`config.mk`:
```
export PLATFORM = sky130hd
export DESIGN_NAME = sdiv_step
export DESIGN_NICKNAME = d
export VERILOG_FILES = /design/src/rtl/sdiv_pkg.sv /design/src/rtl/sdiv_step.sv
export SDC_FILE = /design/constraint.sdc
export NUM_CORES = 1
export LEC_CHECK = 0
export ABC_AREA = 1
export BUFFER_PORTS_ARGS = -buffer_cell sky130_fd_sc_hd__buf_4
export CAP_MARGIN = 10
export CORE_ASPECT_RATIO = 0.8
export CORE_MARGIN = 5
export CORE_UTILIZATION = 55
export CTS_BUF_LIST = sky130_fd_sc_hd__clkbuf_16
export DETAILED_ROUTE_END_ITERATION = 8
export GPL_ROUTABILITY_DRIVEN = 0
export GPL_TIMING_DRIVEN = 0
export PLACE_DENSITY = 0.82
export SYNTH_ARGS = -nofsm -noshare
export SYNTH_HDL_FRONTEND = slang
export SYNTH_SLANG_ARGS = --single-unit
```
`constraint.sdc`:
```
create_clock -name clk_i -period 6.6 [get_ports clk_i]
set_clock_uncertainty 0.1 [all_clocks]
set_input_delay 1.32 -clock clk_i [delete_from_list [all_inputs] [get_ports clk_i]]
set_output_delay 1.32 -clock clk_i [all_outputs]
set_load 0.03 [all_outputs]
```
`src/rtl/sdiv_pkg.sv`:
```
`timescale 1ns / 1ps
// -----------------------------------------------------------------------------
// sdiv_pkg
// Shared widths, status codes and pipeline payload types of the signed
// 64-by-32 divider.
// -----------------------------------------------------------------------------
package sdiv_pkg;

  localparam int unsigned SDIV_DIVIDEND_W      = 64;
  localparam int unsigned SDIV_DIVISOR_W       = 32;
  localparam int unsigned SDIV_QUOTIENT_W      = 32;
  localparam int unsigned SDIV_STATUS_W        = 2;
  // Quotient magnitude bits left to resolve once overflow is ruled out.
  localparam int unsigned SDIV_QBITS           = 31;
  localparam int unsigned SDIV_STEPS_PER_STAGE = 2;

  typedef enum logic [SDIV_STATUS_W-1:0] {
    SDIV_OK       = 2'd0,
    SDIV_DIV_ZERO = 2'd1,
    SDIV_OVERFLOW = 2'd2
  } sdiv_status_e;

  // Operand magnitudes after the first stage.
  typedef struct packed {
    logic [SDIV_DIVIDEND_W-1:0] xmag;
    logic [SDIV_DIVISOR_W-1:0]  ymag;
    logic                       neg;
    logic                       zero;
  } sdiv_mag_t;

  // Working set of the long division: partial remainder, and a shift register
  // that loses dividend bits at the top and gains quotient bits at the bottom.
  typedef struct packed {
    logic [SDIV_DIVISOR_W-1:0] rem;
    logic [SDIV_QBITS-1:0]     bits;
    logic [SDIV_DIVISOR_W-1:0] ymag;
    logic                      neg;
    sdiv_status_e              status;
  } sdiv_work_t;

endpackage

```
`src/rtl/sdiv_step.sv`:
```
`timescale 1ns / 1ps
// -----------------------------------------------------------------------------
// sdiv_step
// One restoring-division pipeline stage: StepsPerStage shift-compare-subtract
// steps on the partial remainder, each producing one quotient bit.
// -----------------------------------------------------------------------------
module sdiv_step #(
  parameter int unsigned FirstStep     = 0,
  parameter int unsigned StepsPerStage = sdiv_pkg::SDIV_STEPS_PER_STAGE
) (
  input  logic                 clk_i,
  input  logic                 rst_ni,
  input  logic                 valid_i,
  output logic                 ready_o,
  input  sdiv_pkg::sdiv_work_t work_i,
  output logic                 valid_o,
  input  logic                 ready_i,
  output sdiv_pkg::sdiv_work_t work_o
);

  localparam int unsigned YW = sdiv_pkg::SDIV_DIVISOR_W;
  localparam int unsigned QB = sdiv_pkg::SDIV_QBITS;

  logic                 valid_q;
  sdiv_pkg::sdiv_work_t work_d, work_q;
  logic [YW:0]          trial;
  logic [YW:0]          diff;

  assign ready_o = !valid_q || ready_i;

  always_comb begin
    work_d = work_i;
    trial  = '0;
    diff   = '0;
    for (int unsigned j = 0; j < StepsPerStage; j++) begin
      // The last stage may have fewer quotient bits left than steps.
      if (FirstStep + j < QB) begin
        trial = {work_d.rem, work_d.bits[QB-1]};
        diff  = trial - {1'b0, work_d.ymag};
        if (trial >= {1'b0, work_d.ymag}) begin
          work_d.rem  = diff[YW-1:0];
          work_d.bits = {work_d.bits[QB-2:0], 1'b1};
        end else begin
          work_d.rem  = trial[YW-1:0];
          work_d.bits = {work_d.bits[QB-2:0], 1'b0};
        end
      end
    end
  end

  always_ff @(posedge clk_i or negedge rst_ni) begin
    if (!rst_ni) begin
      valid_q <= 1'b0;
    end else if (ready_o) begin
      valid_q <= valid_i;
    end
  end

  always_ff @(posedge clk_i) begin
    if (valid_i && ready_o) begin
      work_q <= work_d;
    end
  end

  assign valid_o = valid_q;
  assign work_o  = work_q;

endmodule

```
# Yosys cells after proc, flatten, opt, wreduce, memory -nomap -nowiden
# Index checks and enable logic that the tools add are counted.
# totals
ff_bits	99
in_bits	102
out_inout_bits	100
elab_cells	15
# classes
add_sub_neg	2
n_lt_le_gt_ge	2
mux	2
reduce_logical	3
# op_table
cell	n
$mux 63	2
$ge 33x32->1	2
$sub 32x32->32	2
$logic_and 1x1->1	1
$logic_not 1->1	1
$logic_or 1x1->1	1

# Longest topological paths before layout
# logic_depth
ltp_word	4
mapped_depth	32
depth_no_buf	30

# Least setup slack after synthesis
# No wires, ideal clock.
# synth_path
kind	in2reg
startpoint	input port valid_i
endpoint	register work_q, in the netlist work_o[0] (enable)
setup_ns	0.587
arrival_ns	6.092
required_time_ns	5.913
setup_slack_ns	-0.179
cell_stages	2
path_buffers	0
cell_sequence	inv_1 > a21oi_1
# synth_between
elab_chain_len	1
# synth_rtl
item	line_no	rtl
start: declaration	sdiv_step.sv:13	input logic valid_i,
$logic_and 1x1->1	sdiv_step.sv:60	if (valid_i && ready_o) begin
end signal: assignment	sdiv_step.sv:61	work_q <= work_d;
end: declaration	sdiv_step.sv:25	sdiv_pkg::sdiv_work_t work_d, work_q;
# Every way passes these cells.
# A chain may end at the register's enable or synchronous reset.

==> flow_results.org <==
** Run status
- The flow ran to the end, and the final reports show no timing, DRC or antenna violations.

** Setup path
- The number of buffers and inverters on the critical path is 6.
- Maximum single-stage delay on the critical path :: 0.53 ns
- Dominant cell type by count on the critical path :: nand2_1
- Cell type group with the largest total delay on the critical path :: simple AND/OR/NAND/NOR gates
- The worst setup path is launched from an input pin.
- Setup slack of the most critical reg-to-reg path :: 4.50 ns
- Of all nets on the critical path, the largest fanout is 10.
- STA classifies the critical path endpoint as a flop.
- Required arrival time at the worst endpoint :: 6.61 ns
- The critical path in this run is classified as input pin to flop.
- The slowest stage of the critical path belongs to the cell clkbuf_1.
- Signal arrival time at the worst endpoint :: 5.99 ns

** Power and ir drop
- Power share of the clock group :: 0.211
- Dividing total power by cell area gives a power density of 255 nW/um^2.
- IR analysis of the VDD net gives a maximum drop of 0.138 mV.
- Net load switching power :: 1140 uW
- Switching part of the total power :: 0.423
- The share of total power dissipated in sequential elements is 0.303.
- The analysis attributes to cell leakage a power of 0.00546 uW.
- The design draws 2690 uW.
- P_int :: 1560 uW
- The share of total power dissipated in combinational logic is 0.486.

** Clock network
- Number of buffers inserted for hold repair after clock tree synthesis :: 0
- Buffers added to address setup during post-CTS repair amount to 0.
- Clock transition at the registers of the reported paths :: 0.07 ns
- No sink is reached through more buffers than the 2 on the longest clock path.
- Counting every sink on the clock net gives 99.
- The H-tree was split into 3 levels.
- The number of clock buffers added by TritonCTS is 9.
- The cell sitting at the root of the clock tree is a clkbuf_16.
- Clock latency on the worst-skew pair, taken at its later pin, is 0.36 ns.
- CTS tree :: built
- Gates resized during post-CTS repair numbered 0.

** STA
- Final setup fails :: 0
- Of the available clock period, the critical path in the final layout requires 0.907.
- For the pin with the worst max-slew slack, the measured transition is 0.666 ns.
- Setup repair after global routing missed its margin :: false
- Final-layout setup total negative slack :: 0 ns
- Maximum achievable frequency :: 0.167 GHz
- Final Critical Period :: 5.99 ns
- Worst rel slew slack :: 0.556
- The max-slew violation count was 0.
- The final number of hold-violating endpoints is 0.

** Yosys
- Mapped cell area :: 8430 sq um
- Post-synth EDFFs :: 98
- Synthesized net count :: 1343
- Post-synthesis average cell area :: 7.18 sq um
- Synthesis produced a netlist whose cell count is 1175.
- Ys Warns :: 0
- Distinct cell type count after synthesis :: 39
- Share of flip-flops with an asynchronous set or reset after synthesis :: 0.0101
- Portion of the post-synthesis area used by sequential elements :: 0.352
- Flop and latch count out of synthesis :: 99
- Most frequently used flop master after synthesis :: edfxtp_1

** Layout
- The repair_antennas step left the layout with diodes totalling 0.
- Fill cells in the final layout number 1276.
- Most common cell after layout, fill and taps aside :: nand2_1
- In the layout the commonest cells are nand2_1 (391), buf_4 (205), inv_1 (179), nand3_1 (109), edfxtp_1 (98).
- Once layout is complete, the utilization of the core stands at 0.704.
- Nets :: 1558
- Ratio of cells with drive above 1 in the final layout :: 0.186
- After the flow finishes, the layout carries non-filler instances totaling 1584.
- From synthesis to final layout, the design area changed by 25.4%.

** GRT
- Entering global routing, the biggest net connects 34 pins.
- GRT Util Overall :: 0.298
- The via count of the first global-routing pass was 8017.
- The total overflow left after global routing is 0.
- The initial antenna violation count came to 0.
- The first global-routing pass estimated 41700 um of wire.

** Min path
- The tightest min-delay check is of the flop to flop type.

** Place
- Number of placed instances, taps included :: 1568
- IO buf count :: 201
- Summed over all nets, the half-perimeter wirelength after detailed placement is 23000 um.

** Floorplan
- The floorplan step set the die width to 148 um.
- The initialized floorplan defines 40 standard-cell rows.
- The total area inside the core boundary comes to 15000 sq um.
- Starting utilization of the core area :: 0.562
- For this design the top-level I/O count stands at 202.
- The die is 121 um tall.
- Die outline area :: 17900 sq um

** Detailed routing
- Routed vias/inst :: 5.72
- Number of search-and-repair iterations in the first detailed-routing pass :: 6
- After detailed routing, the number of remaining DRC violations is 0.
- Wires add up to 27800 um.
- Dividing the detail-routed wire length by the instance count gives 17.6 um.
- For this block, the initial DRC count from the detailed router was 1285.
- The detail route stage leaves a number of antenna-violating nets equal to 0.
- Detailed-route via count :: 9065

** Run
- Max-Cap Viols :: 0
through the flow:
step	setup WS, ns	instance area [sq um]	hold WS, ns
floorplan	1.83	8440	0.809
global placement	0.624	10200	0.430
detailed placement	0.617	10300	0.501
CTS	0.933	10600	0.520
global route	0.463	10600	0.550
finish	0.614	10600	0.520
final cells by class:
cell class                 count  area [sq um]  area share
clock inverter                 7          93.8     0.00887
inverter                     181           681      0.0644
tap                          189           236      0.0224
timing repair buffer         204          1580       0.149
clock buffer                   9           225      0.0213
sequential                    99          2970       0.281
multi-input combinational    876          4670       0.442
buffer                        19           125      0.0118
cell families (layout without fill, tap and decap cells):
group                      after synthesis  in the layout  share of synthesized area
AOI/OAI and AO/OA                      114            114                     0.0758
buffers and inverters                  200            420                     0.0956
DFF                                     99             99                      0.352
and+or+nand+nor                        657            657                      0.336
xor gates and xnor gates                39             39                     0.0405
adders and majority gates               66             66                     0.0997
power groups by stage:
stage	clock network, uW	logic (uW)	registers [uW]
after global placement	0	1230	832
after global routing	592	1420	823
after floorplan	0	731	971
after CTS	572	1270	817
after detailed placement	0	1260	831
final	568	1310	816
tightest hold or removal path, cell delays in order, from the launching register on:
cell	delay [ns]
dfrtp_1	0.42
nand2_1	0.10
nand2_1	0.07
path summary, 6_finish.rpt:
kind                                 start    endpoint  depth (start not counted)
worst min register to register     valid_o     valid_o                          2
worst max-delay path            work_i[10]  work_o[91]                         27
worst min-delay path               valid_o     valid_o                          2
worst max register to register     valid_o  work_o[11]                          4
max in group asynchronous           rst_ni     valid_o                          1
min in group asynchronous           rst_ni     valid_o                          1
per-layer routing:
metal | track usage | share of wire | vias to the layer above
met5 | 0 | 0 | -
met4 | 0.0646 | 0.017 | 0
met3 | 0.0858 | 0.14 | 47
met2 | 0.483 | 0.46 | 600
met1 | 0.398 | 0.39 | 4138
li1 | - | - | 4280
Yosys cell counts (3+ instances only):
cell / n / area (sq um)
a31oi_1: 5 / 31.3
nor2_2: 4 / 25.0
buf_1: 3 / 11.3
xor2_1: 25 / 219
or2_2: 4 / 25.0
a21oi_1: 58 / 290
and2_1: 3 / 18.8
nor4_1: 3 / 18.8
buf_2: 7 / 35.0
inv_1: 179 / 672
ha_1: 64 / 801
o21ai_0: 26 / 130
o21a_1: 3 / 22.5
nand2_2: 5 / 31.3
edfxtp_1: 98 / 2940
nand4_1: 30 / 188
nor2_1: 84 / 315
xnor2_1: 14 / 123
buf_4: 4 / 30.0
nor3_1: 7 / 35.0
nand3_1: 109 / 546
o21bai_1: 9 / 67.6
buf_6: 4 / 45.0
nand3b_1: 8 / 60.1
nand2_1: 391 / 1470
a21o_1: 9 / 67.6
state kept, by name (all words and copies together) (netlist names):
name / count
work_o: 98
valid_o: 1
Note: power is estimated with default switching activity, not from simulation.
