## config.mk

```make
export PLATFORM = sky130hd
export DESIGN_NAME = sdiv_back_flat
export DESIGN_NICKNAME = d
export VERILOG_FILES = /design/src/rtl/sdiv_pkg.sv /design/src/rtl/sdiv_intf.sv /design/src/rtl/sdiv_back.sv /design/src/flat_wrapper.sv
export SDC_FILE = /design/constraint.sdc
export NUM_CORES = 1
export LEC_CHECK = 0
export BUFFER_PORTS_ARGS = -buffer_cell sky130_fd_sc_hd__buf_2
export CAP_MARGIN = 10
export CORE_MARGIN = 4
export CORE_UTILIZATION = 46
export DETAILED_ROUTE_END_ITERATION = 16
export PLACE_DENSITY = 0.89
export SLEW_MARGIN = 10
export SYNTH_ARGS = -nofsm -noshare
export SYNTH_HDL_FRONTEND = slang
export SYNTH_SLANG_ARGS = --single-unit
```

## constraint.sdc

```tcl
create_clock -name clk_i -period 2.5 [get_ports clk_i]
set_input_delay 0 -clock clk_i [delete_from_list [all_inputs] [get_ports clk_i]]
set_output_delay 0 -clock clk_i [all_outputs]
set_load 0.02 [all_outputs]
```

## src/rtl/sdiv_pkg.sv

```systemverilog
`timescale 1ns / 1ps
// -----------------------------------------------------------------------------
// sdiv_pkg
// Shared widths, status codes and pipeline payload types of the signed
// 64-by-32 divider.
// -----------------------------------------------------------------------------
package sdiv_pkg;

  localparam int unsigned SDIV_DIVIDEND_W      = 64;
  localparam int unsigned SDIV_DIVISOR_W       = 32;
  localparam int unsigned SDIV_QUOTIENT_W      = 32;
  localparam int unsigned SDIV_STATUS_W        = 2;
  // Quotient magnitude bits left to resolve once overflow is ruled out.
  localparam int unsigned SDIV_QBITS           = 31;
  localparam int unsigned SDIV_STEPS_PER_STAGE = 2;

  typedef enum logic [SDIV_STATUS_W-1:0] {
    SDIV_OK       = 2'd0,
    SDIV_DIV_ZERO = 2'd1,
    SDIV_OVERFLOW = 2'd2
  } sdiv_status_e;

  // Operand magnitudes after the first stage.
  typedef struct packed {
    logic [SDIV_DIVIDEND_W-1:0] xmag;
    logic [SDIV_DIVISOR_W-1:0]  ymag;
    logic                       neg;
    logic                       zero;
  } sdiv_mag_t;

  // Working set of the long division: partial remainder, and a shift register
  // that loses dividend bits at the top and gains quotient bits at the bottom.
  typedef struct packed {
    logic [SDIV_DIVISOR_W-1:0] rem;
    logic [SDIV_QBITS-1:0]     bits;
    logic [SDIV_DIVISOR_W-1:0] ymag;
    logic                      neg;
    sdiv_status_e              status;
  } sdiv_work_t;

endpackage

```

## src/rtl/sdiv_intf.sv

```systemverilog


interface sdiv_out_if;
  logic                                       valid;
  logic                                       ready;
  logic signed [sdiv_pkg::SDIV_QUOTIENT_W-1:0] quotient;
  logic        [sdiv_pkg::SDIV_STATUS_W-1:0]   status;

  modport source (output valid, quotient, status, input ready);
  modport sink   (input valid, quotient, status, output ready);
endinterface

```

## src/rtl/sdiv_back.sv

```systemverilog
`timescale 1ns / 1ps
// -----------------------------------------------------------------------------
// sdiv_back
// Output stage: applies the quotient sign, forces zero on errors and holds the
// result until the receiver takes it.
// -----------------------------------------------------------------------------
module sdiv_back (
  input  logic                 clk_i,
  input  logic                 rst_ni,
  input  logic                 valid_i,
  output logic                 ready_o,
  input  sdiv_pkg::sdiv_work_t work_i,
  sdiv_out_if.source           rsp_o
);

  localparam int unsigned QW = sdiv_pkg::SDIV_QUOTIENT_W;

  logic                   valid_q;
  logic [QW-1:0]          mag;
  logic [QW-1:0]          quot_d, quot_q;
  sdiv_pkg::sdiv_status_e status_q;

  assign ready_o = !valid_q || rsp_o.ready;
  assign mag     = {1'b0, work_i.bits};

  always_comb begin
    if (work_i.status != sdiv_pkg::SDIV_OK) begin
      quot_d = '0;
    end else if (work_i.neg) begin
      quot_d = ~mag + QW'(1);
    end else begin
      quot_d = mag;
    end
  end

  always_ff @(posedge clk_i or negedge rst_ni) begin
    if (!rst_ni) begin
      valid_q <= 1'b0;
    end else if (ready_o) begin
      valid_q <= valid_i;
    end
  end

  always_ff @(posedge clk_i) begin
    if (valid_i && ready_o) begin
      quot_q   <= quot_d;
      status_q <= work_i.status;
    end
  end

  assign rsp_o.valid    = valid_q;
  assign rsp_o.quotient = quot_q;
  assign rsp_o.status   = status_q;

endmodule

```

## src/flat_wrapper.sv

```systemverilog
// flat-port wrapper written by rule: the top's interface ports become plain ports
module sdiv_back_flat 
  (clk_i, rst_ni, valid_i, ready_o, work_i, rsp_o_valid, rsp_o_quotient, rsp_o_status, rsp_o_ready);
  sdiv_out_if rsp_o_i ();
  input  logic clk_i;
  input  logic rst_ni;
  input  logic valid_i;
  output logic ready_o;
  input  sdiv_pkg::sdiv_work_t work_i;
  output wire logic [$bits(rsp_o_i.valid)-1:0] rsp_o_valid;
  output wire logic [$bits(rsp_o_i.quotient)-1:0] rsp_o_quotient;
  output wire logic [$bits(rsp_o_i.status)-1:0] rsp_o_status;
  input wire logic [$bits(rsp_o_i.ready)-1:0] rsp_o_ready;
  assign rsp_o_valid = rsp_o_i.valid;
  assign rsp_o_quotient = rsp_o_i.quotient;
  assign rsp_o_status = rsp_o_i.status;
  assign rsp_o_i.ready = rsp_o_ready;
  sdiv_back u_core (.clk_i(clk_i), .rst_ni(rst_ni), .valid_i(valid_i), .ready_o(ready_o), .work_i(work_i), .rsp_o(rsp_o_i));
endmodule
```

**Word-level counts from Yosys, hierarchy flattened**

Cells that the tools add are included.

- Output and inout port bits: 36
- Word-level logic and storage cells: 13
- Bits of input ports: 102
- Register bits after elaboration: 35

- Reductions and logical operators: 5
- Multiplexer cells: 1
- Bitwise logic cells: 2
- Add/sub/neg operators: 1

Operators with widths:

| cell | number |
|---|---|
| $add A32 B1 Y32 const B | 1 |
| $not A31 Y32 | 1 |
| $mux W31 | 1 |
| $reduce_bool A2 Y1 | 1 |
| $reduce_or A2 Y1 | 1 |
| $logic_and A1 B1 Y1 | 1 |
| $logic_not A1 Y1 | 1 |
| $logic_or A1 B1 Y1 | 1 |
| $not A1 Y1 | 1 |

**Depth between registers and ports, before layout**

- Depth in word-level cells: 3
- Mapped depth: 6
- Depth with buffers taken out: 6

**Worst setup path before layout**

Ideal clock, no wire load.

- Path type: reg2reg
- Start: register u_core.valid_q (netlist: u_core.rsp_o.valid)
- End: register u_core.quot_q[0] (netlist: u_core.rsp_o.quotient[0]) (enable)
- Buffers on the path: 0
- Clock period less this slack: 1,973 ps
- Arrival: 1,578 ps
- Required time: 2,106 ps
- Setup time: 394 ps
- Path slack: 527 ps
- Cell stages (with the launch flop): 3
- Path through: dfrtp_1 nand2b_1 and2_1

- Cells in the longest elaborated chain, start to end: 3

RTL lines:

| item | RTL line | source |
|---|---|---|
| start, declared | sdiv_back.sv:18 | `logic valid_q;` |
| start signal, assigned | sdiv_back.sv:40 | `valid_q <= valid_i;` |
| $logic_not A1 Y1 | sdiv_back.sv:23 | `assign ready_o = !valid_q \|\| rsp_o.ready;` |
| $logic_or A1 B1 Y1 | sdiv_back.sv:23 |  |
| via ready_o | flat_wrapper.sv:8 | `output logic ready_o;` |
| $logic_and A1 B1 Y1 | sdiv_back.sv:45 | `if (valid_i && ready_o) begin` |
| end signal, assigned | sdiv_back.sv:46 | `quot_q <= quot_d;` |
| end, declared | sdiv_back.sv:20 | `logic [QW-1:0] quot_d, quot_q;` |

The timed path passes the listed nets, and every way through them passes these cells.
A chain may end at the register's enable or synchronous reset.

**Final worst setup path**

- Start: input work_i[50] (netlist name)
- End: register u_core.quot_q[29] (netlist: u_core.rsp_o.quotient[29]), data pin

- Cells in the longest elaborated chain, start to end: 3

RTL lines:

| item | RTL line | source |
|---|---|---|
| start, declared | flat_wrapper.sv:9 | `input sdiv_pkg::sdiv_work_t work_i;` |
| $not A31 Y32 | sdiv_back.sv:30 | `quot_d = ~mag + QW'(1);` |
| $add A32 B1 Y32 | sdiv_back.sv:30 |  |
| $mux W31 | sdiv_back.sv:29 | `end else if (work_i.neg) begin` |

Every way passes these cells.

==> impl_metrics.tcl <==
set metrics [dict create \
    cts_sinks 35 \
    holdWs_ns 0.00612 \
    cts_hold_buffers 2 \
    power_leakage_nw 1.08 \
    max_freq_ghz 0.591 \
    antenna_left 0 \
    io_pins 138 \
    core-area_um2 4470 \
    syn_to_final_growth_pct 23.6 \
    placement_rows 24 \
    grt_pass1_wl_mm 9.12 \
    drtIter0Drc 137 \
    clockBufferDepth 2 \
    gp_congestion 0.820 \
    path_delay_family "simple AND/OR/NAND/NOR gates" \
    power.density_nw_per_um2 524 \
    synthTopCellsByArea "edfxtp_1, mux2i_1, or3_1, nor2_1, xor2_1" \
    syn_avg_cell_area_um2 9.97 \
    clock_latency_ns 0.29 \
    power_switching_w 0.000386 \
    hpwl_mm 3.92 \
    regArea_um2 1050 \
    cts-root-buf "clkbuf_8" \
    syn_nets 324 \
    post_cts_buffers 0 \
    detail_route.wl_per_cell_um 15.8 \
    setup_viol 0 \
    synth_seq_cells 35 \
    multi_input_area_um2 1070 \
    yosys.area.top_type "edfxtp_1" \
    die_area_um2 5940 \
    cp-end-kind "register" \
    dr.pass1.iters 4 \
    finalSetupTns_ns 0 \
    r2r_slack_ns 1.15 \
    grt_max_degree 35 \
    cts_made_buffers 5 \
    pwr-share-clk_pct 32.1 \
    yosys.area.top_type_share_pct 46.5 \
    vias 2000 \
    netlist_area_um2 2190 \
    arrival_ns 1.73 \
    outcome "complete, no violations" \
    cpPeakStageDelay_ns 0.70 \
    layout_setup_ws_ns 0.809 \
    yosysWarnings 0 \
    start_util_pct 49.0 \
    p_comb_share_pct 19.1 \
    fill_cells 369 \
    critPathMaxFanout 16 \
    path_cells "buf_2 -> or2_1 -> or4_1 -> o41ai_1 -> mux2i_1" \
    worstPathRequired_ns 2.54 \
    overflow 0 \
    cts_tree "yes" \
    p_seq_share_pct 48.7 \
    track_usage_pct 18.9 \
    rsz0062_at_grt "no" \
    cts_resized 0 \
    ir_drop_v 0.000344 \
    crit_buf_inv 1 \
    drv_cap 0 \
    h-tree-depth 2 \
    clk_pin_slew_ns 0.07 \
    timing.final.crit_share_pct 67.6 \
    post-route-min-period_ns 1.69 \
    report.final.slew_viol_count 0 \
    slowest_stage "or4_1" \
    drive_above_1_share_pct 32.3 \
    grt_pass1_vias 1967 \
    die_w_um 77.1 \
    fin_skew_ns 0.00928 \
    post-route-util_pct 60.6 \
    power.internal_w 0.00103 \
    portBuffers 73 \
    relSlewSlack_pct 58.5 \
    fin_nets 394 \
    sw_frac_of_total_pct 27.2 \
    hold_viol 0 \
    crit_type "in -> reg" \
    syn_inst 220 \
    die_h_um 77.1 \
    routed_wl_mm 5.43 \
    start_kind "input port" \
    min_path_type "in -> async" \
    antenna_found_initial 0 \
    viasPerCell 5.83 \
    yosysUniqueCellTypes 37 \
    ys_seq_area_share_pct 47.7 \
    num_antenna_cells 0 \
    worstMarginPinSlew_ns 0.621 \
    drc_errors 0 \
    place_ws_ns 0.517 \
]
[kinds of logic (layout without fill, tap and decap cells)]
| kind of cell | Yosys count | count (layout) | share of synthesized area [%] |
|---|---|---|---|
| mux | 12 | 12 | 5.48 |
| simple gates | 105 | 105 | 26.8 |
| flops | 35 | 35 | 47.7 |
| buf+inv | 19 | 90 | 3.37 |
| xor+xnor | 11 | 11 | 4.39 |
| fa+ha+maj | 2 | 2 | 1.14 |
| compound gates | 36 | 36 | 11.2 |
[Yosys cell counts]
cell type	n
edfxtp_1	34
nor2_1	19
or3_1	18
nand2_1	14
mux2i_1	12
o21ai_0	12
clkbuf_1	11
nand3_1	10
nor3_1	10
a21oi_1	7
nor4_1	7
xor2_1	7
or4_1	6
o41ai_1	5
a31oi_1	4
or2_2	4
xnor2_1	4
and3_1	3
buf_1	3
inv_1	3
nand2b_1	3
nand4_1	3
o31ai_1	3
buf_2	2
ha_1	2
nor4_2	2
o31a_1	2
a41oi_1	1
and2_1	1
dfrtp_1	1
nand4b_1	1
o31ai_4	1
o41a_1	1
or2_1	1
or3b_2	1
or4_4	1
or4b_4	1
[layer usage]
layer | vias up | share of wire, % | wire length (um) | GRT usage [%]
li1 | 983 | - | - | -
met4 | 0 | 1.2 | 65 | 6.41
met5 | - | 0 | 0 | 0
met2 | 84 | 49 | 2690 | 33.1
met1 | 926 | 42 | 2300 | 23.1
met3 | 7 | 7.0 | 378 | 3.98
[sequential cells by signal, summed over array words and instances, names as in the netlist]
signal,flops
u_core.rsp_o.status,2
u_core.rsp_o.quotient,32
u_core.rsp_o.valid,1
[metrics by stage]
step,instances,instance area [um2],total power [W]
2_1_floorplan,220,2190,0.000867
3_3_place_gp,333,2590,0.000965
3_5_place_dp,333,2590,0.000974
4_1_cts,343,2710,0.00143
5_1_grt,343,2710,0.00148
6_report,343,2710,0.00142
[final cells by class]
class | instances | area share [%]
inverter | 3 | 0.415
timing repair buffer | 79 | 15.3
tap | 52 | 2.40
sequential | 35 | 38.6
clock buffer | 8 | 3.69
multi-input combinational | 166 | 39.6
[cell usage in the layout (no fill, tap or decap), types with 2 or more instances in the layout]
master / Yosys / routed
xnor2_1: 4 / 4
and3_1: 3 / 3
a21oi_1: 7 / 7
inv_1: 3 / 3
nand2_1: 14 / 14
nand2b_1: 3 / 3
nand3_1: 10 / 10
buf_2: 2 / 73
ha_1: 2 / 2
edfxtp_1: 34 / 34
a31oi_1: 4 / 4
or4_1: 6 / 6
mux2i_1: 12 / 12
o41ai_1: 5 / 5
nor2_1: 19 / 19
or2_2: 4 / 4
nor4_2: 2 / 2
clkbuf_8: 0 / 7
nor3_1: 10 / 10
dlygate4sd3_1: 0 / 2
o31ai_1: 3 / 3
o31a_1: 2 / 2
buf_4: 0 / 4
nand4_1: 3 / 3
o21ai_0: 12 / 12
or3_1: 18 / 18
xor2_1: 7 / 7
nor4_1: 7 / 7
[worst paths after layout]
path	start	end	cells after the start
worst max-delay path	work_i[50]	u_core.rsp_o.quotient[29]	5
worst min-delay path	rst_ni	u_core.rsp_o.valid	2
worst max register to register	u_core.rsp_o.valid	u_core.rsp_o.quotient[28]	3
worst min register to register	u_core.rsp_o.valid	u_core.rsp_o.valid	2
max in group asynchronous	rst_ni	u_core.rsp_o.valid	2
min in group clk_i	rsp_o_ready	u_core.rsp_o.valid	3
[power by group through the flow]
stage | Combinational [W] | Sequential, W | Clock (W)
floorplan | 0.000115 | 0.000752 | 0
global placement | 0.000260 | 0.000705 | 0
detailed placement | 0.000269 | 0.000705 | 0
CTS | 0.000273 | 0.000693 | 0.000464
global route | 0.000298 | 0.000696 | 0.000483
finish | 0.000272 | 0.000692 | 0.000457
(Power assumes the default switching activity.)
