$ cat src/rtl/sdiv_pkg.sv
`timescale 1ns / 1ps
// -----------------------------------------------------------------------------
// sdiv_pkg
// Shared widths, status codes and pipeline payload types of the signed
// 64-by-32 divider.
// -----------------------------------------------------------------------------
package sdiv_pkg;

  localparam int unsigned SDIV_DIVIDEND_W      = 64;
  localparam int unsigned SDIV_DIVISOR_W       = 32;
  localparam int unsigned SDIV_QUOTIENT_W      = 32;
  localparam int unsigned SDIV_STATUS_W        = 2;
  // Quotient magnitude bits left to resolve once overflow is ruled out.
  localparam int unsigned SDIV_QBITS           = 31;
  localparam int unsigned SDIV_STEPS_PER_STAGE = 2;

  typedef enum logic [SDIV_STATUS_W-1:0] {
    SDIV_OK       = 2'd0,
    SDIV_DIV_ZERO = 2'd1,
    SDIV_OVERFLOW = 2'd2
  } sdiv_status_e;

  // Operand magnitudes after the first stage.
  typedef struct packed {
    logic [SDIV_DIVIDEND_W-1:0] xmag;
    logic [SDIV_DIVISOR_W-1:0]  ymag;
    logic                       neg;
    logic                       zero;
  } sdiv_mag_t;

  // Working set of the long division: partial remainder, and a shift register
  // that loses dividend bits at the top and gains quotient bits at the bottom.
  typedef struct packed {
    logic [SDIV_DIVISOR_W-1:0] rem;
    logic [SDIV_QBITS-1:0]     bits;
    logic [SDIV_DIVISOR_W-1:0] ymag;
    logic                      neg;
    sdiv_status_e              status;
  } sdiv_work_t;

endpackage

$ cat src/rtl/sdiv_intf.sv
`timescale 1ns / 1ps
// -----------------------------------------------------------------------------
// sdiv_intf
// Valid/ready channels of the divider: operand pair in, quotient and status
// out.
// -----------------------------------------------------------------------------
interface sdiv_in_if;
  logic                                       valid;
  logic                                       ready;
  logic signed [sdiv_pkg::SDIV_DIVIDEND_W-1:0] dividend;
  logic signed [sdiv_pkg::SDIV_DIVISOR_W-1:0]  divisor;

  modport source (output valid, dividend, divisor, input ready);
  modport sink   (input valid, dividend, divisor, output ready);
endinterface


$ cat src/rtl/sdiv_front.sv
`timescale 1ns / 1ps
// -----------------------------------------------------------------------------
// sdiv_front
// Two pipeline stages: operand magnitudes and sign, then divide-by-zero and
// overflow checks and the initial partial remainder.
// -----------------------------------------------------------------------------
module sdiv_front (
  input  logic                 clk_i,
  input  logic                 rst_ni,
  sdiv_in_if.sink              req_i,
  output logic                 valid_o,
  input  logic                 ready_i,
  output sdiv_pkg::sdiv_work_t work_o
);

  localparam int unsigned XW = sdiv_pkg::SDIV_DIVIDEND_W;
  localparam int unsigned YW = sdiv_pkg::SDIV_DIVISOR_W;
  localparam int unsigned QB = sdiv_pkg::SDIV_QBITS;

  logic                 a_valid_q;
  logic                 a_ready;
  sdiv_pkg::sdiv_mag_t  a_d, a_q;
  logic                 b_valid_q;
  logic                 b_ready;
  sdiv_pkg::sdiv_work_t b_d, b_q;
  logic [YW:0]          x_hi;

  assign b_ready     = !b_valid_q || ready_i;
  assign a_ready     = !a_valid_q || b_ready;
  assign req_i.ready = a_ready;

  // Stage A: magnitudes. The most negative dividend maps to 2^63 unsigned.
  always_comb begin
    a_d.neg  = req_i.dividend[XW-1] ^ req_i.divisor[YW-1];
    a_d.zero = (req_i.divisor == '0);
    a_d.xmag = req_i.dividend[XW-1] ? (~req_i.dividend + XW'(1)) : req_i.dividend;
    a_d.ymag = req_i.divisor[YW-1] ? (~req_i.divisor + YW'(1)) : req_i.divisor;
  end

  always_ff @(posedge clk_i or negedge rst_ni) begin
    if (!rst_ni) begin
      a_valid_q <= 1'b0;
    end else if (a_ready) begin
      a_valid_q <= req_i.valid;
    end
  end

  always_ff @(posedge clk_i) begin
    if (req_i.valid && a_ready) begin
      a_q <= a_d;
    end
  end

  // Stage B: the quotient fits 31 bits exactly when the top 33 dividend bits
  // are below the divisor; those bits are then the first partial remainder.
  assign x_hi = a_q.xmag[XW-1 -: YW+1];

  always_comb begin
    b_d.rem  = x_hi[YW-1:0];
    b_d.bits = a_q.xmag[QB-1:0];
    b_d.ymag = a_q.ymag;
    b_d.neg  = a_q.neg;
    if (a_q.zero) begin
      b_d.status = sdiv_pkg::SDIV_DIV_ZERO;
    end else if (x_hi >= {1'b0, a_q.ymag}) begin
      b_d.status = sdiv_pkg::SDIV_OVERFLOW;
    end else begin
      b_d.status = sdiv_pkg::SDIV_OK;
    end
  end

  always_ff @(posedge clk_i or negedge rst_ni) begin
    if (!rst_ni) begin
      b_valid_q <= 1'b0;
    end else if (b_ready) begin
      b_valid_q <= a_valid_q;
    end
  end

  always_ff @(posedge clk_i) begin
    if (a_valid_q && b_ready) begin
      b_q <= b_d;
    end
  end

  assign valid_o = b_valid_q;
  assign work_o  = b_q;

endmodule

$ cat src/flat_wrapper.sv
// flat-port wrapper written by rule: the top's interface ports become plain ports
module sdiv_front_flat 
  (clk_i, rst_ni, valid_o, ready_i, work_o, req_i_valid, req_i_dividend, req_i_divisor, req_i_ready);
  sdiv_in_if req_i_i ();
  input  logic clk_i;
  input  logic rst_ni;
  output logic valid_o;
  input  logic ready_i;
  output sdiv_pkg::sdiv_work_t work_o;
  input wire logic [$bits(req_i_i.valid)-1:0] req_i_valid;
  input wire logic [$bits(req_i_i.dividend)-1:0] req_i_dividend;
  input wire logic [$bits(req_i_i.divisor)-1:0] req_i_divisor;
  output wire logic [$bits(req_i_i.ready)-1:0] req_i_ready;
  assign req_i_i.valid = req_i_valid;
  assign req_i_i.dividend = req_i_dividend;
  assign req_i_i.divisor = req_i_divisor;
  assign req_i_ready = req_i_i.ready;
  sdiv_front u_core (.clk_i(clk_i), .rst_ni(rst_ni), .req_i(req_i_i), .valid_o(valid_o), .ready_i(ready_i), .work_o(work_o));
endmodule
$ cat config.mk
export PLATFORM = sky130hd
export DESIGN_NAME = sdiv_front_flat
export DESIGN_NICKNAME = d
export VERILOG_FILES = /design/src/rtl/sdiv_pkg.sv /design/src/rtl/sdiv_intf.sv /design/src/rtl/sdiv_front.sv /design/src/flat_wrapper.sv
export SDC_FILE = /design/constraint.sdc
export NUM_CORES = 1
export LEC_CHECK = 0
export BUFFER_PORTS_ARGS = -buffer_cell sky130_fd_sc_hd__buf_2
export CORE_MARGIN = 10
export CORE_UTILIZATION = 50
export DETAILED_ROUTE_END_ITERATION = 10
export PLACE_DENSITY = 0.78
export SETUP_SLACK_MARGIN = 0.2
export SLEW_MARGIN = 5
export SYNTH_ARGS = -nofsm -noshare
export SYNTH_HDL_FRONTEND = slang
export SYNTH_SLANG_ARGS = --single-unit
$ cat constraint.sdc
create_clock -name clk_i -period 6.7 [get_ports clk_i]
set_input_delay 0.335 -clock clk_i [delete_from_list [all_inputs] [get_ports clk_i]]
set_output_delay 0.335 -clock clk_i [all_outputs]
set_load 0.1 [all_outputs]
## After elaboration in Yosys (flattened, before gate mapping)

Cells that the tools add are included.
Widths: inputs -> output; s select.

- Register bits: 198
- Output and inout port bits: 100
- Bits of input ports: 100
- Word-level logic and storage cells: 29

- Muxes and demuxes: 3
- Reductions and logical operators: 7
- Magnitude comparators: 1
- Bitwise operators: 3
- Add/sub/neg operators: 2

Operators with widths:

| kind | number |
|---|---|
| $add 64x2->64 const B | 1 |
| $not 64->64 | 1 |
| $mux 63 | 1 |
| $ge 33x32->1 | 1 |
| $add 32x2->32 const B | 1 |
| $logic_not 32->1 | 1 |
| $not 32->32 | 1 |
| $mux 31 | 1 |
| $logic_and 1x1->1 | 2 |
| $logic_not 1->1 | 2 |
| $logic_or 1x1->1 | 2 |
| $mux 2 | 1 |
| $xor 1x1->1 | 1 |

## Longest topological paths before layout

Gate-level depths: netlist (run 1).

- Word-level depth: 4
- Mapped depth: 7
- Depth with buffers taken out: 7

## Least setup slack after synthesis (run 1)

No wires, ideal clock.

- Path kind: register to register
- Start point: reg u_core.b_valid_q (netlist: u_core.valid_o)
- End point: reg u_core.a_q[0] in the netlist's numbering, enable pin
- Arrival time: 4.127 ns
- Period minus slack after synthesis: 4.595 ns
- Setup time: 0.467 ns
- Buffers on the path: 0
- Cell stages (with the launch flop): 3
- Data required time: 6.233 ns
- Slack: 2.105 ns
- Cell sequence: dfrtp_1 -> nand3b_1 -> and2_1

- Longest elaborated chain between the ends: 4

RTL lines:

| what | line | RTL |
|---|---|---|
| from (decl) | sdiv_front.sv:23 | `logic b_valid_q;` |
| from (signal assigned) | sdiv_front.sv:76 | `b_valid_q <= a_valid_q;` |
| $logic_not 1->1 | sdiv_front.sv:28 | `assign b_ready = !b_valid_q \|\| ready_i;` |
| $logic_or 1x1->1 | sdiv_front.sv:28 |  |
| $logic_or 1x1->1 | sdiv_front.sv:29 | `assign a_ready = !a_valid_q \|\| b_ready;` |
| via req_i_ready | flat_wrapper.sv:13 | `output wire logic [$bits(req_i_i.ready)-1:0] req_i_ready;` |
| $logic_and 1x1->1 | sdiv_front.sv:49 | `if (req_i.valid && a_ready) begin` |
| to (signal assigned) | sdiv_front.sv:50 | `a_q <= a_d;` |
| to (decl) | sdiv_front.sv:22 | `sdiv_pkg::sdiv_mag_t a_d, a_q;` |

The timed path passes the listed nets, and every way through them passes these cells.
A chain may end at the register's enable or synchronous reset.

==> results.toml, run 1 <==
[timing]
finalCritPeriodShare = 0.376
layout_min_cycle_time_ns = 2.52
hold_viol = 0
slew_violations = 0
setup_violations = 0
worst-slew-pin-transition_ns = 1.17
rsz0062_at_grt = "false"
maxSlewHeadroom = 0.222
tns_ns = 0
skew_ns = 0.00830
fmax_mhz = 397

[grt]
gr-usage-met1 = 0.221
gr-usage-met3 = 0.0396
antenna_found_initial = 1
track_usage = 0.180
busiest_layer = "met2"
gr-total-overflow = 0
grt_max_degree = 75
first_global_vias = 6053
grt_pass1_wl_mm = 33.1
gr-usage-met2 = 0.301

[floorplanning]
std_cell_rows = 48
die_area_sq_um = 23500
start_util = 0.512
die_w_um = 153
core-area_sq_um = 17400
chipHeight_um = 153
io_pins = 200

[setup_path]
start_kind = "input port"
path_max_fanout = 8
cp.required_ns = 6.87
cp.arrival_ns = 2.69
startpoint = "req_i_dividend[23]"
cp-end-kind = "register"
r2r-start = "u_core.a_q[8]$_DFFE_PP_"
crit_type = "input port to register"

[synth]
ys_top_cells_by_area = "edfxtp_1 66%, xnor2_1 8.9%, ha_1 4.8%"
syn_inst = 616
synth_edf_count = 196
synth_top_area_frac = 0.662
postSynthNetCount = 750
ys_types = 45
syn_avg_cell_area_sq_um = 14.4
synth.largest_area_cell = "edfxtp_1"
ys_ff_latch = 198
yosys_most_used_dff = "edfxtp_1"
synth_area_sq_um = 8890
synth_warnings = 0
async_flop_share = 0.0101
yosysSeqAreaShare = 0.668

[worst_hold_path]
hold_class = "input port to register"
worstHoldStart = "req_i_valid"

[detailed_routing]
route.detailed.drc = 0
postRouteAntennaNets = 0
vias = 5915
first_pass_iters = 5
via_per_inst = 5.57
drt_iter0_markers = 476
wire_per_inst_um = 20.4
routed_wl_mm = 21.7

[power]
peakVddDrop_mv = 0.193
p_leak_nw = 4.01
p_clk_frac = 0.327
combPwrFrac = 0.202
power.density_nw_per_um2 = 304
switching_share = 0.313
p_int_mw = 2.25
p_seq_frac = 0.472
power_switching_mw = 1.02
power_mw = 3.27

[layout]
fin_nets = 957
syn_to_final_growth_pct = 21.1
layout-drive-gt1-share = 0.297

[placed_design]
port_buffers = 199
gp_congestion = 0.852
dp_hpwl_mm = 16.3

[clock_network]
clock_latency_ns = 0.43
cts.sinks = 198
clk_pin_slew_ns = 0.07
cts_buffers = 17
clk_path_buf_depth = 2
cts_tree = "built"
postCtsSetupBuffers = 0
cts_root_buf = "clkbuf_16"
htree_levels = 4

[status]
status = "finished, final reports clean"

[run]
max_cap_violations = 0
[flip-flops by register name, indices dropped and copies added (netlist names)]
signal and cells:
u_core.a_q 98, u_core.a_valid_q 1, u_core.valid_o 1, u_core.work_o 98
[power by group through the flow]
stage          registers, mW  logic (mW)  clock network, mW
2_1_floorplan           1.91       0.162                  0
3_5_place_dp            1.57       0.659                  0
3_3_place_gp            1.57       0.647                  0
5_1_grt                 1.55       0.696               1.15
4_1_cts                 1.54       0.663               1.09
6_report                1.54       0.659               1.07
[critical path, stage by stage]
cell and delay [ns]:
buf_2 0.11, or4_4 0.58, nor4_1 0.43, nand4_1 0.54, o41ai_1 0.59, xnor2_1 0.10
[per-layer routing]
layer,up-vias,share of wire
met2,199,0.51
met1,2901,0.41
met4,0,0.022
li1,2783,-
met3,32,0.058
met5,-,0
[per-stage QoR]
stage | instance area (sq um) | hold WS (ns) | util | setup WS, ns | instances
global route | 10800 | 0.125 | 0.620 | 4.04 | 1062
floorplan | 8890 | 0.0394 | - | 2.11 | 616
global placement | 10100 | 0.123 | 0.583 | 3.83 | 1028
detailed placement | 10100 | 0.122 | 0.583 | 3.75 | 1028
CTS | 10800 | 0.102 | 0.620 | 4.21 | 1061
finish | 10800 | 0.120 | 0.620 | 4.18 | 1062
[placed cells by master, fill, tap and decap left out, drive strengths merged, types with 11 or more instances in the layout]
master  instances
nor4           12
buf           201
edfxtp        196
xnor2          90
or3            12
nor2           11
o21ai          36
o41ai          23
clkbuf         19
nand2          35
ha             34
or4            14
o31ai          27
inv            42
[cells in the mapped netlist, types with 9 or more instances]
| master | count |
|---|---|
| o31ai_1 | 27 |
| nor2_1 | 11 |
| nand2_1 | 35 |
| or4_1 | 12 |
| a21oi_1 | 9 |
| clkbuf_1 | 12 |
| o41ai_1 | 19 |
| ha_1 | 34 |
| nor4_1 | 12 |
| edfxtp_1 | 196 |
| or3_1 | 11 |
| nand3_1 | 10 |
| inv_1 | 37 |
| o21ai_0 | 36 |
| nand2b_1 | 9 |
| xnor2_1 | 90 |
[final timing paths]
kind | depth (start not counted) | end | slack [ns]
setup / recovery | 6 | u_core.a_q[96]$_DFFE_PP_ | 4.18
hold / removal | 2 | u_core.a_valid_q$_DFFE_PN0N_ | 0.12
setup reg to reg | 7 | u_core.work_o[1]$_SDFFCE_PP0P_ | 4.42
hold reg to reg | 0 | u_core.work_o[59]$_DFFE_PP_ | 0.42
max in group asynchronous | 2 | u_core.valid_o$_DFFE_PN0P_ | 6.38
min in group asynchronous | 2 | u_core.a_valid_q$_DFFE_PN0N_ | 0.23
[cells by family (layout without fill, tap and decap cells)]
logic type	count (synthesis)	in the layout	share of synthesized area
DFF	198	198	0.668
and+or+nand+nor	135	135	0.0863
AOI/OAI and AO/OA	107	107	0.0858
xor gates and xnor gates	91	91	0.0897
buffers and inverters	51	271	0.0224
adders and majority gates	34	34	0.0479
other	0	1	0
[cell type report]
cell class	count	area, sq um
fill	1368	6600
sequential	198	5940
multi-input combinational	367	2760
timing repair buffer	202	1020
clock buffer	19	453
tap	225	282
clock inverter	13	168
inverter	37	139
antenna	1	2.50
[repair_timing]
| item | 4_1_cts | 5_1_grt |
|---|---|---|
| gates resized for setup | 0 | 0 |
| hold buffers | 1 | 0 |
| endpoints found under the hold margin | 2 | 0 |
Note: power is estimated with default switching activity, not from simulation.
==> run 2: changes to the inputs <==
ABC_AREA = 1   (was not set)
PLACE_DENSITY = 0.79   (was 0.78)
clock period = 2.2 ns   (was 6.7 ns; I/O delays follow)
==> results.toml, run 2 <==
[synth]
yosys_most_used_dff = "edfxtp_1"
synth_xor_area_frac = 0.0508
synth_fa_ha_area_frac = 0.0411
synth_area_sq_um = 10300
synth-simple-area-share = 0.251
ys_types = 34
async_flop_share = 0.0101
synth_top_area_frac = 0.569
ys_ff_latch = 198
synth-compound-area-share = 0.0283
synth.largest_area_cell = "edfxtp_1"
synthMuxAreaShare = 0
ys_top_cells_by_area = "edfxtp_1 57%, nand2_1 11%, nor2_1 6.4%"
synth_warnings = 0
syn_avg_cell_area_sq_um = 9.37
yosysMostFrequentCell = "nand2_1"
postSynthNetCount = 1238
synth_commonest_cells = "310 x nand2_1, 196 x edfxtp_1, 177 x nor2_1"
synth_edf_count = 196
syn_inst = 1104
synth_top_family_by_area = "simple AND/OR/NAND/NOR gates"
yosysSeqAreaShare = 0.574

[worst_hold_path]
hold_end = "u_core.a_q[94]$_DFFE_PP_"
hold_class = "input port to register"
worstHoldStart = "req_i_dividend[60]"
min_path_cells = 3

[grt]
antenna_found_initial = 6
first_global_vias = 8321
grt_max_degree = 41
grt_pass1_wl_mm = 44.8
track_usage = 0.216
gr-total-overflow = 0

[floorplanning]
std_cell_rows = 52
die_area_sq_um = 26800
die_w_um = 164
chipHeight_um = 164
core-area_sq_um = 20300
io_pins = 200
start_util = 0.509

[clock_network]
clock_latency_ns = 0.44
cts_buffers = 17
cts.sinks = 198
cts_tree = "built"
clk_pin_slew_ns = 0.07
clk_path_buf_depth = 2
cts_root_buf = "clkbuf_16"
htree_levels = 4

[layout]
layout-drive-gt1-share = 0.212
final_common_cell = "nand2_1"
fillers = 1744
stdcell_area_sq_um = 12800
stdcell_count = 1643
fin_util = 0.630
layout_common_cells = "309 x nand2_1, 199 x buf_2, 196 x edfxtp_1, 173 x nor2_1, 135 x inv_1"
fin_nets = 1489
syn_to_final_growth_pct = 23.6

[timing]
rsz0062_at_grt = "true"
finalCritPeriodShare = 0.886
hold_viol = 0
tns_ns = 0
layout_min_cycle_time_ns = 1.95
maxSlewHeadroom = 0.642
fmax_mhz = 513
worst-slew-pin-transition_ns = 0.531
setup_slack_ns = 0.251
setup_violations = 0
slew_violations = 0
skew_ns = 0.00901

[setup_path]
start_kind = "input port"
r2r-start = "u_core.a_q[91]$_DFFE_PP_"
crit_path_max_incr_delay_ns = 0.53
cp.required_ns = 2.39
cp.arrival_ns = 2.14
path_delay_family = "buffers and inverters"
cp-end-kind = "register"
crit_type = "input port to register"
reg2reg_slack_ns = 0.26
path_cells = "dlygate4sd3_1 > buf_2 > inv_1 > ha_1 > inv_1 > nor2_1 > nand2_2 > o21ai_4 > o21ai_0 > nand2_1 > nand2_1"
r2r.worst_path.cells = 9
r2r_end = "u_core.work_o[1]$_SDFFCE_PP0P_"
critPathSlowestCell = "dlygate4sd3_1"
path_buf_inv = 4
path_max_fanout = 6

[power]
p_seq_frac = 0.446
p_leak_nw = 5.53
p_clk_frac = 0.303
p_int_mw = 6.81
power_switching_mw = 3.92
switching_share = 0.365
power.density_nw_per_um2 = 839
peakVddDrop_mv = 0.538
combPwrFrac = 0.251

[detailed_routing]
vias = 8518
wire_per_inst_um = 18.0
drt_iter0_markers = 789
route.detailed.drc = 0
first_pass_iters = 6
routed_wl_mm = 29.6
via_per_inst = 5.18
postRouteAntennaNets = 0

[placed_design]
dp.cells = 1576
pre_cts_ws_ns = 0.258
port_buffers = 199
place_area_sq_um = 11800
dp_hpwl_mm = 23.1
gp_congestion = 0.964

[run]
max_cap_violations = 0

[status]
status = "finished, final reports clean"
[run 2: stage by stage]
stage	total power [mW]	hold slack (ns)
after floorplan	6.85	-0.186
after global placement	7.46	-0.103
after detailed placement	7.50	-0.0983
after CTS	10.8	0.000363
after global routing	11.1	0.00267
final	10.7	0.0109
[run 2: what timing repair did]
item | 4_1_cts | 5_1_grt
endpoints found under the hold margin | 30 | 0
setup buffers | 0 | 0
gates resized for setup | 0 | 5
hold buffers | 30 | 0
setup endpoints to repair | 0 | 7
[run 2: power by group through the flow]
stage / Clock (mW) / Sequential, mW / Combinational (mW)
after floorplan: 0 / 6.19 / 0.662
after global placement: 0 / 4.86 / 2.60
after detailed placement: 0 / 4.86 / 2.64
after CTS: 3.29 / 4.78 / 2.69
after global routing: 3.45 / 4.81 / 2.85
final: 3.25 / 4.78 / 2.69
[run 2: cell families after synthesis]
group           count (synthesis)
xor+xnor                       60
simple gates                  614
buf+inv                       149
fa+ha+maj                      34
compound gates                 49
flops                         198
[run 2: worst register-to-register path: stages, from the launching register on]
cell and delay (ns):
edfxtp_1 0.51, ha_1 0.35, nand2_1 0.07, nor2_2 0.20
nand2_1 0.11, nor2_1 0.18, nand2_1 0.08, nand3_1 0.08
nor2_1 0.04, a21oi_1 0.17
[run 2: routing by layer]
| layer | up-vias | global-route usage | wire length [um] |
|---|---|---|---|
| li1 | 4126 | - | - |
| met2 | 381 | 0.340 | 13700 |
| met4 | 2 | 0.0898 | 847 |
| met3 | 60 | 0.0513 | 2450 |
| met5 | - | 0 | 7 |
| met1 | 3949 | 0.283 | 12500 |
[run 2: how the worst max path moves through the flow]
stage,startpoint,endpoint,slack [ns],cells past startpoint
final,req_i_dividend[0],u_core.a_q[60]$_DFFE_PP_,0.25,11
after global routing,req_i_dividend[0],u_core.a_q[90]$_DFFE_PP_,0.19,13
after CTS,u_core.a_q[91]$_DFFE_PP_,u_core.work_o[1]$_SDFFCE_PP0P_,0.22,9
after detailed placement,u_core.a_q[91]$_DFFE_PP_,u_core.work_o[1]$_SDFFCE_PP0P_,0.26,9
after global placement,u_core.a_q[91]$_DFFE_PP_,u_core.work_o[1]$_SDFFCE_PP0P_,0.40,9
after floorplan,u_core.valid_o$_DFFE_PN0P_,u_core.a_q[0]$_DFFE_PP_,-0.78,3
[run 2: final cells by class]
cell class,count,area (sq um),area share
Sequential cell,198,5940,0.465
Multi-Input combinational cell,757,3880,0.304
Timing Repair Buffer,244,1460,0.114
Inverter,137,518,0.0405
Clock buffer,17,425,0.0333
Tap cell,270,338,0.0264
Clock inverter,15,208,0.0162
Antenna cell,5,12.5,0.000979
==> run 3: changes to the inputs <==
CELL_PAD_IN_SITES_DETAIL_PLACEMENT = 1   (was not set)
CELL_PAD_IN_SITES_GLOBAL_PLACEMENT = 1   (was not set)
CORE_UTILIZATION = 46   (was 50)
PLACE_DENSITY = 0.89   (was 0.79)
clock period = 2.3 ns   (was 2.2 ns; I/O delays follow)
==> results.toml, run 3 (synthesis gave the netlist of run 2 again) <==
[status]
status = "finished, final reports clean"

[detailed_routing]
vias = 9003
via_per_inst = 5.48
routed_wl_mm = 36.8
first_pass_iters = 5
postRouteAntennaNets = 0
wire_per_inst_um = 22.4
wl_met3_mm = 2.68
route.detailed.drc = 0
highest_layer = "met5"
wl_met2_mm = 18.4
wl_met1_mm = 14.5
drt_iter0_markers = 708

[clock_network]
htree_levels = 4
clock_latency_ns = 0.45
cts.sinks = 198
clk_pin_slew_ns = 0.07
cts_buffers = 17
clk_path_buf_depth = 2
cts_tree = "built"
cts_root_buf = "clkbuf_16"

[timing]
setup_slack_ns = 0.303
whs_ns = 0.0128
slew_violations = 0
layout_min_cycle_time_ns = 2.00
skew_ns = 0.0135
fmax_mhz = 501
hold_viol = 0
rsz0062_at_grt = "false"
worst-slew-pin-transition_ns = 0.610
maxSlewHeadroom = 0.591
finalCritPeriodShare = 0.868
setup_violations = 0

[layout]
stdcell_count = 1644
layout-drive-gt1-share = 0.208
syn_to_final_growth_pct = 22.5
multiInputGateArea_sq_um = 3880
fin_nets = 1479
fillers = 2563
regArea_sq_um = 5940
layout_common_cells = "309 x nand2_1, 199 x buf_2, 196 x edfxtp_1, 173 x nor2_1, 135 x inv_1"
final_common_cell = "nand2_1"

[worst_hold_path]
hold_class = "input port to register"

[setup_path]
cp.arrival_ns = 2.19
start_kind = "input port"
critPathSlowestCell = "dlygate4sd3_1"
path_cells = "dlygate4sd3_1 > buf_2 > nor2_1 > nand3_2 > nor2_2 > nand2_1 > nor2_1 > nand2_1 > nand2_1 > nand2_1 > nand2_1 > nand2_1"
cp_common_cell = "nand2_1"
crit_type = "input port to register"
cp.required_ns = 2.49
path_buf_inv = 2
cp-end-kind = "register"
path_delay_family = "simple AND/OR/NAND/NOR gates"
crit_path_max_incr_delay_ns = 0.54
path_max_fanout = 5

[placed_design]
gp_congestion = 0.888
port_buffers = 199
pre_cts_ws_ns = 0.388
dp_hpwl_mm = 27.4
dp.cells = 1579

[floorplanning]
start_util = 0.471
io_pins = 200
chipHeight_um = 170
core-area_sq_um = 22000
die_w_um = 170
std_cell_rows = 54
die_area_sq_um = 28900

[grt]
first_global_vias = 9710
grt_max_degree = 64
track_usage = 0.249
gr-total-overflow = 0
antenna_found_initial = 5
grt_pass1_wl_mm = 54.8

[power]
p_leak_nw = 5.46
peakVddDrop_mv = 0.355
power_mw = 10.2
power.density_nw_per_um2 = 806

[run]
max_cap_violations = 0
## run 3: area by class of cell
type / count / share of cell area
Timing Repair Buffer: 234 / 0.109
Tap cell: 280 / 0.0277
Clock inverter: 15 / 0.0113
Inverter: 137 / 0.0409
Sequential cell: 198 / 0.469
Multi-Input combinational cell: 757 / 0.307
Clock buffer: 17 / 0.0336
Antenna cell: 6 / 0.00119
## run 3: timing repair
action	in CTS	in global routing
endpoints found under the setup margin	0	12
hold buffers	26	0
endpoints found under the hold margin	26	0
resized for setup	0	5
setup buffers	0	1
## run 3: power breakdown
part	total, mW	switching (mW)	internal (mW)	leakage [nW]
logic	2.64	2.16	0.484	3.28
clock network	2.96	1.53	1.44	0.273
registers	4.60	0.168	4.43	1.91
## run 3: through the flow
step	utilization	setup TNS, ns	area, sq um
final	0.577	0	12700
after global routing	0.576	0	12700
after CTS	0.575	0	12600
after detailed placement	0.537	0	11800
after global placement	0.537	0	11800
after floorplan	-	-113.56	10400
## run 3: worst paths after layout
path / start / endpoint / slack, ns / cells after the start
setup / recovery: req_i_dividend[15] / u_core.a_q[80]$_DFFE_PP_ / 0.30 / 12
hold / removal: req_i_dividend[9] / u_core.a_q[43]$_DFFE_PP_ / 0.01 / 2
setup reg to reg: u_core.a_q[91]$_DFFE_PP_ / u_core.work_o[1]$_SDFFCE_PP0P_ / 0.42 / 9
hold reg to reg: u_core.a_q[61]$_DFFE_PP_ / u_core.work_o[62]$_DFFE_PP_ / 0.43 / 0
max in group asynchronous: rst_ni / u_core.valid_o$_DFFE_PN0P_ / 1.60 / 3
min in group asynchronous: rst_ni / u_core.valid_o$_DFFE_PN0P_ / 0.55 / 3
## run 3: worst register-to-register path, stage by stage, from the launching register on
cell      delay [ns]
edfxtp_1        0.49
ha_1            0.34
nand2_1         0.08
nand2_1         0.06
nand2_1         0.06
nand2_1         0.08
a21oi_1         0.22
nand3_1         0.13
nor2_1          0.12
a21oi_1         0.07
## run 3: metal layers
layer	GRT usage	vias up
met5	0	-
met4	0.117	2
met3	0.0574	84
met2	0.430	391
met1	0.289	4428
li1	-	4098
